--- src/awmh_pkg.sv ---
`default_nettype none

package awmh_pkg;

	localparam int TexelW        = 32;
	localparam int ChanW         = 8;
	localparam int NumTexels     = 4;
	localparam int NumChan       = 3;
	localparam int AlphaIdx      = 3;
	localparam int AsumW         = 10;
	localparam int ProdW         = 2 * ChanW;
	localparam int NumW          = 18;
	localparam int QuoW          = ChanW;
	localparam int StepsPerStage = 2;
	localparam int DivStages     = QuoW / StepsPerStage;
	localparam int AlphaRound    = 2;
	localparam int AlphaShift    = 2;

	typedef logic [ChanW-1:0] chan_t;
	typedef logic [NumTexels-1:0][TexelW-1:0] quad_t;

	// one texel in flight through the divider chain
	typedef struct packed {
		logic [NumChan-1:0][NumW-1:0] rem;
		logic [NumChan-1:0][QuoW-1:0] quo;
		logic [AsumW-1:0]             den;
		chan_t                        alpha;
	} awmh_div_t;

	function automatic chan_t chan_of(input logic [TexelW-1:0] texel, input int chan);
		return texel[chan*ChanW +: ChanW];
	endfunction

endpackage

`default_nettype wire

--- src/awmh_weight.sv ---
`default_nettype none

module awmh_weight (
	input  wire logic              clk,
	input  wire logic              arst_n,
	input  wire logic              quad_valid,
	input  wire awmh_pkg::quad_t   texels,
	input  wire logic              hold_dn,
	output logic                   hold_up,
	output logic                   valid,
	output awmh_pkg::awmh_div_t    div
);
	import awmh_pkg::*;

	logic                 valid_s1;
	logic                 valid_s2;
	logic [ProdW-1:0]     prod_s1 [NumChan][NumTexels];
	logic [AsumW-1:0]     asum_s1;
	logic [ProdW-1:0]     prod_d [NumChan][NumTexels];
	logic [AsumW-1:0]     asum_d;
	logic                 hold_s1;
	logic                 hold_s2;
	logic [NumW-1:0]      num_d [NumChan];
	chan_t                alpha_d;
	awmh_div_t            div_d;
	awmh_div_t            div_s2;

	assign hold_s2 = valid_s2 && hold_dn;
	assign hold_s1 = valid_s1 && hold_s2;
	assign hold_up = hold_s1;

	// stage 1: alpha sum and colour * alpha products
	always_comb begin
		asum_d = '0;
		for (int i = 0; i < NumTexels; i++) begin
			asum_d = asum_d + AsumW'(chan_of(texels[i], AlphaIdx));
			for (int c = 0; c < NumChan; c++) begin
				prod_d[c][i] = ProdW'(chan_of(texels[i], c)) * ProdW'(chan_of(texels[i], AlphaIdx));
			end
		end
	end

	// stage 2: numerators with rounding bias, rounded alpha mean
	always_comb begin
		for (int c = 0; c < NumChan; c++) begin
			num_d[c] = NumW'(asum_s1 >> 1);
			for (int i = 0; i < NumTexels; i++) begin
				num_d[c] = num_d[c] + NumW'(prod_s1[c][i]);
			end
		end
		alpha_d = ChanW'((asum_s1 + AsumW'(AlphaRound)) >> AlphaShift);
		div_d = '0;
		for (int c = 0; c < NumChan; c++) begin
			div_d.rem[c] = num_d[c];
		end
		div_d.den   = asum_s1;
		div_d.alpha = alpha_d;
	end

	always_ff @(posedge clk or negedge arst_n) begin
		if (!arst_n) begin
			valid_s1 <= 1'b0;
			valid_s2 <= 1'b0;
		end else begin
			if (!hold_s1) valid_s1 <= quad_valid;
			if (!hold_s2) valid_s2 <= valid_s1;
		end
	end

	always_ff @(posedge clk) begin
		if (!hold_s1 && quad_valid) begin
			prod_s1 <= prod_d;
			asum_s1 <= asum_d;
		end
		if (!hold_s2 && valid_s1) begin
			div_s2 <= div_d;
		end
	end

	assign valid = valid_s2;
	assign div   = div_s2;

endmodule

`default_nettype wire

--- src/awmh_div_step.sv ---
`default_nettype none

module awmh_div_step #(
	parameter int StageIdx = 0
) (
	input  wire logic                 clk,
	input  wire logic                 arst_n,
	input  wire logic                 valid_in,
	input  wire awmh_pkg::awmh_div_t  div_in,
	input  wire logic                 hold_dn,
	output logic                      hold_up,
	output logic                      valid,
	output awmh_pkg::awmh_div_t       div
);
	import awmh_pkg::*;

	localparam int TopBit = QuoW - 1 - StageIdx * StepsPerStage;

	logic      valid_s;
	awmh_div_t div_s;
	awmh_div_t div_d;

	assign hold_up = valid_s && hold_dn;

	// two restoring steps, quotient bits shift in msb first
	always_comb begin
		logic [NumW-1:0] shifted;
		logic            ge;
		div_d = div_in;
		for (int s = 0; s < StepsPerStage; s++) begin
			shifted = NumW'(div_in.den) << (TopBit - s);
			for (int c = 0; c < NumChan; c++) begin
				ge = div_d.rem[c] >= shifted;
				if (ge) div_d.rem[c] = div_d.rem[c] - shifted;
				div_d.quo[c] = {div_d.quo[c][QuoW-2:0], ge};
			end
		end
	end

	always_ff @(posedge clk or negedge arst_n) begin
		if (!arst_n) begin
			valid_s <= 1'b0;
		end else if (!hold_up) begin
			valid_s <= valid_in;
		end
	end

	always_ff @(posedge clk) begin
		if (!hold_up && valid_in) div_s <= div_d;
	end

	assign valid = valid_s;
	assign div   = div_s;

endmodule

`default_nettype wire

--- src/alpha_weighted_mip_halving.sv ---
`default_nettype none

// Pipeline: 2 weighting stages, then 4 divider stages, between quad transfer and mip_valid.
// Throughput: one quad per cycle while quad_stall is low; the divider retires 2 quotient bits per stage.
// Empty stages collapse, so quads are still taken while a result waits on mip_stall.
// Reset: arst_n asynchronously clears all stage valid bits; data registers are not reset.
module alpha_weighted_mip_halving (
	input  wire logic                          clk,
	input  wire logic                          arst_n,
	input  wire logic                          quad_valid,
	output logic                               quad_stall,
	input  wire logic [awmh_pkg::TexelW-1:0]   texel_top_left,
	input  wire logic [awmh_pkg::TexelW-1:0]   texel_top_right,
	input  wire logic [awmh_pkg::TexelW-1:0]   texel_bottom_left,
	input  wire logic [awmh_pkg::TexelW-1:0]   texel_bottom_right,
	output logic                               mip_valid,
	input  wire logic                          mip_stall,
	output logic [awmh_pkg::TexelW-1:0]        mip_texel
);
	import awmh_pkg::*;

	quad_t     texels;
	logic      v_c    [DivStages+1];
	logic      hold_c [DivStages+1];
	awmh_div_t div_c  [DivStages+1];
	awmh_div_t last;

	assign texels = {texel_bottom_right, texel_bottom_left, texel_top_right, texel_top_left};

	awmh_weight u_weight (
		.clk        (clk),
		.arst_n     (arst_n),
		.quad_valid (quad_valid),
		.texels     (texels),
		.hold_dn    (hold_c[0]),
		.hold_up    (quad_stall),
		.valid      (v_c[0]),
		.div        (div_c[0])
	);

	for (genvar g = 0; g < DivStages; g++) begin : g_div
		awmh_div_step #(.StageIdx(g)) u_step (
			.clk      (clk),
			.arst_n   (arst_n),
			.valid_in (v_c[g]),
			.div_in   (div_c[g]),
			.hold_dn  (hold_c[g+1]),
			.hold_up  (hold_c[g]),
			.valid    (v_c[g+1]),
			.div      (div_c[g+1])
		);
	end

	assign hold_c[DivStages] = mip_stall;
	assign last              = div_c[DivStages];
	assign mip_valid         = v_c[DivStages];

	// transparent quad gives all zeros
	always_comb begin
		mip_texel = '0;
		if (last.den != '0) begin
			for (int c = 0; c < NumChan; c++) begin
				mip_texel[c*ChanW +: ChanW] = last.quo[c];
			end
			mip_texel[AlphaIdx*ChanW +: ChanW] = last.alpha;
		end
	end

`ifndef SYNTHESIS
	a_stall_full: assert property (@(posedge clk) disable iff (!arst_n)
		quad_stall |-> mip_valid && mip_stall)
		else $error("input stalled while output side is not blocked");

	a_alpha_den: assert property (@(posedge clk) disable iff (!arst_n)
		mip_valid && last.alpha != '0 |-> last.den != '0)
		else $error("nonzero alpha with zero alpha sum");

	a_rem_red: assert property (@(posedge clk) disable iff (!arst_n)
		mip_valid && last.den != '0 |->
		last.rem[0] < NumW'(last.den) && last.rem[1] < NumW'(last.den) &&
		last.rem[2] < NumW'(last.den))
		else $error("divider remainder not reduced");
`endif

endmodule

`default_nettype wire

--- config.mk ---
export PLATFORM = sky130hd
export DESIGN_NAME = alpha_weighted_mip_halving
export DESIGN_NICKNAME = d
export VERILOG_FILES = /design/src/awmh_pkg.sv /design/src/awmh_weight.sv /design/src/awmh_div_step.sv /design/src/alpha_weighted_mip_halving.sv
export SDC_FILE = /design/constraint.sdc
export NUM_CORES = 2
export LEC_CHECK = 0
export BUFFER_PORTS_ARGS = -buffer_cell sky130_fd_sc_hd__buf_4
export CELL_PAD_IN_SITES_DETAIL_PLACEMENT = 1
export CELL_PAD_IN_SITES_GLOBAL_PLACEMENT = 1
export CORE_UTILIZATION = 40
export DETAILED_ROUTE_END_ITERATION = 8
export HOLD_SLACK_MARGIN = 0.15
export PLACE_DENSITY_LB_ADDON = 0.1
export REMOVE_ABC_BUFFERS = 1
export SLEW_MARGIN = 20
export SYNTH_ARGS = -nofsm -noshare
export SYNTH_HDL_FRONTEND = slang
export SYNTH_HIERARCHICAL = 1
export SYNTH_SLANG_ARGS = --single-unit
--- constraint.sdc ---
create_clock -name clk -period 12.9 [get_ports clk]
set_clock_uncertainty 0.15 [all_clocks]
set_input_delay 1.29 -clock clk [delete_from_list [all_inputs] [get_ports clk]]
set_output_delay 1.29 -clock clk [all_outputs]
set_load 0.005 [all_outputs]
==> metrics.txt <==
setup violators final 0; CTS resizes 0; TritonCTS Buffers 75; HPWL Detailed 152,000 um; fin nets 8,233; Routed WL 187,000 um; Chip Width 407 um; max capacitance violation total 0; Pre-antenna DRT Iters 5; outcome complete, no violations; syn_area_per_cell 9.90 sq um; unrepaired setup endpoints after global routing no; DR WL met3 4510 um; Placed Cells 8,846; Final period util 0.509; 1st-iter DRT viols 1,810; met1 WL 79,600 um; highest-count cells in the layout ignoring fill and taps inv_1 (977), ha_1 (760), and2_1 (646); f_max 152 MHz; CORE AREA 163,000 sq um; initial antenna violation count 1; global placer's final weighted congestion 0.883; Root Buffer clkbuf_16; Final WS setup 6.34 ns; CP arrival 6.85 ns; number of hold buffers added after cts 0; min cycle time layout 6.56 ns; gr usage total 0.229; num rows 148; placed inst area 69,100 sq um; WL/cell 20.9 um; CTS tree done; number of vias per cell 5.29; WL met2 97,400 um; Hold Violations, Final 0; layout cells sized above 1 0.0762; TritonCTS Sinks 574; clock insertion delay at the later pin of the skew report 0.69 ns; max-slew violations 0; worst rel slew slack 0.308; WP data required 13.19 ns; Post-DRT Antenna Nets 0; Clock Path Buffers 3; Die Area 166,000 sq um; Slew @ Worst Pin 1.04 ns; synthesized area 65,600 sq um; Startpoint Class flip-flop; I/O Pins 166; Reg2Reg Depth 17; Post-Route Setup TNS 0 ns; Highest Signal Layer met4; Ys Warns 6; Remaining DRCs 0; Syn Inst Count 6,628; H-tree depth 3; pin count of the biggest net entering global routing 149; vias in the first global route 51,466; Layout area overhead 9.47%; crit path max fanout 16; commonest non-fill, non-tap cell in the layout inv_1; Post-Layout Inst Area 71,800 sq um; Placement Setup Slack 6.32 ns; via count 47,591; non-filler cells, final 8,991; Die Span Y 407 um; GR Overflow Total 0; CP Class reg2reg; first-pass GRT wire length 294,000 um; Initial Util 0.403; I/O Buffers 165; worst hold-check path type in2async; Post-CTS Setup Inserts 0; Reg clk slew, reported paths 0.06 ns; Critical Path Sink Type flip-flop
==> path summary, 6_finish.rpt <==
| path | from | endpoint | slack, ns |
|---|---|---|---|
| worst max-delay path | g_div[0].u_step/div[9] | g_div[1].u_step/div[84] | 6.34 |
| worst min-delay path | arst_n | g_div[2].u_step/valid | 0.26 |
| worst max register to register | g_div[0].u_step/div[9] | g_div[1].u_step/div[84] | 6.34 |
| worst min register to register | g_div[2].u_step/div[23] | g_div[3].u_step/div[25] | 0.26 |
| max in group asynchronous | arst_n | g_div[1].u_step/valid | 12.23 |
| min in group clk | g_div[2].u_step/div[23] | g_div[3].u_step/div[25] | 0.26 |
==> critical path, stage by stage, from the launching register on <==
cell and delay [ns]:
edfxtp_1 0.59, inv_1 0.39, ha_1 0.42, nor2b_1 0.18
o21bai_1 0.11, a31oi_1 0.34, o211ai_1 0.18, nand2_1 0.53
mux2_2 0.44, ha_1 0.34, nor2b_1 0.17, o21a_1 0.18
o21ai_0 0.24, a21oi_1 0.16, a41o_1 0.33, a2111oi_4 0.33
nor3b_2 0.83, mux2_2 0.42
==> sequential cells by signal, summed over array words and instances, names as in the netlist <==
register and count:
u_weight/div 72, u_weight/asum_s1 10, g_div.u_step/valid 4, u_weight/prod_s1 192, u_weight/valid_s1 1, g_div.u_step/div 294, u_weight/valid 1
==> layer usage <==
metal  vias to the layer above  global-route usage
met3                       208              0.0215
met5                         -                   0
li1                      22879                   -
met4                         0              0.0772
met1                     23952               0.275
met2                       552               0.426
==> cell type report <==
| cell class | count | area, sq um |
|---|---|---|
| multi-input combinational | 4929 | 44100 |
| sequential | 574 | 17200 |
| inverter | 982 | 3690 |
| timing repair buffer | 187 | 1440 |
| tap | 2175 | 2720 |
| fill | 18217 | 90900 |
| antenna | 5 | 12.5 |
| clock inverter | 57 | 753 |
| clock buffer | 82 | 1930 |
==> per-stage QoR <==
stage          utilization  hold slack (ns)
6_report             0.441            0.256
5_1_grt              0.441            0.217
4_1_cts              0.441            0.191
3_5_place_dp         0.425            0.255
3_3_place_gp         0.425            0.251
2_1_floorplan            -            0.250
Power is not shown: default switching activity piles up to over one toggle a cycle in this logic, so the estimate is an artifact.
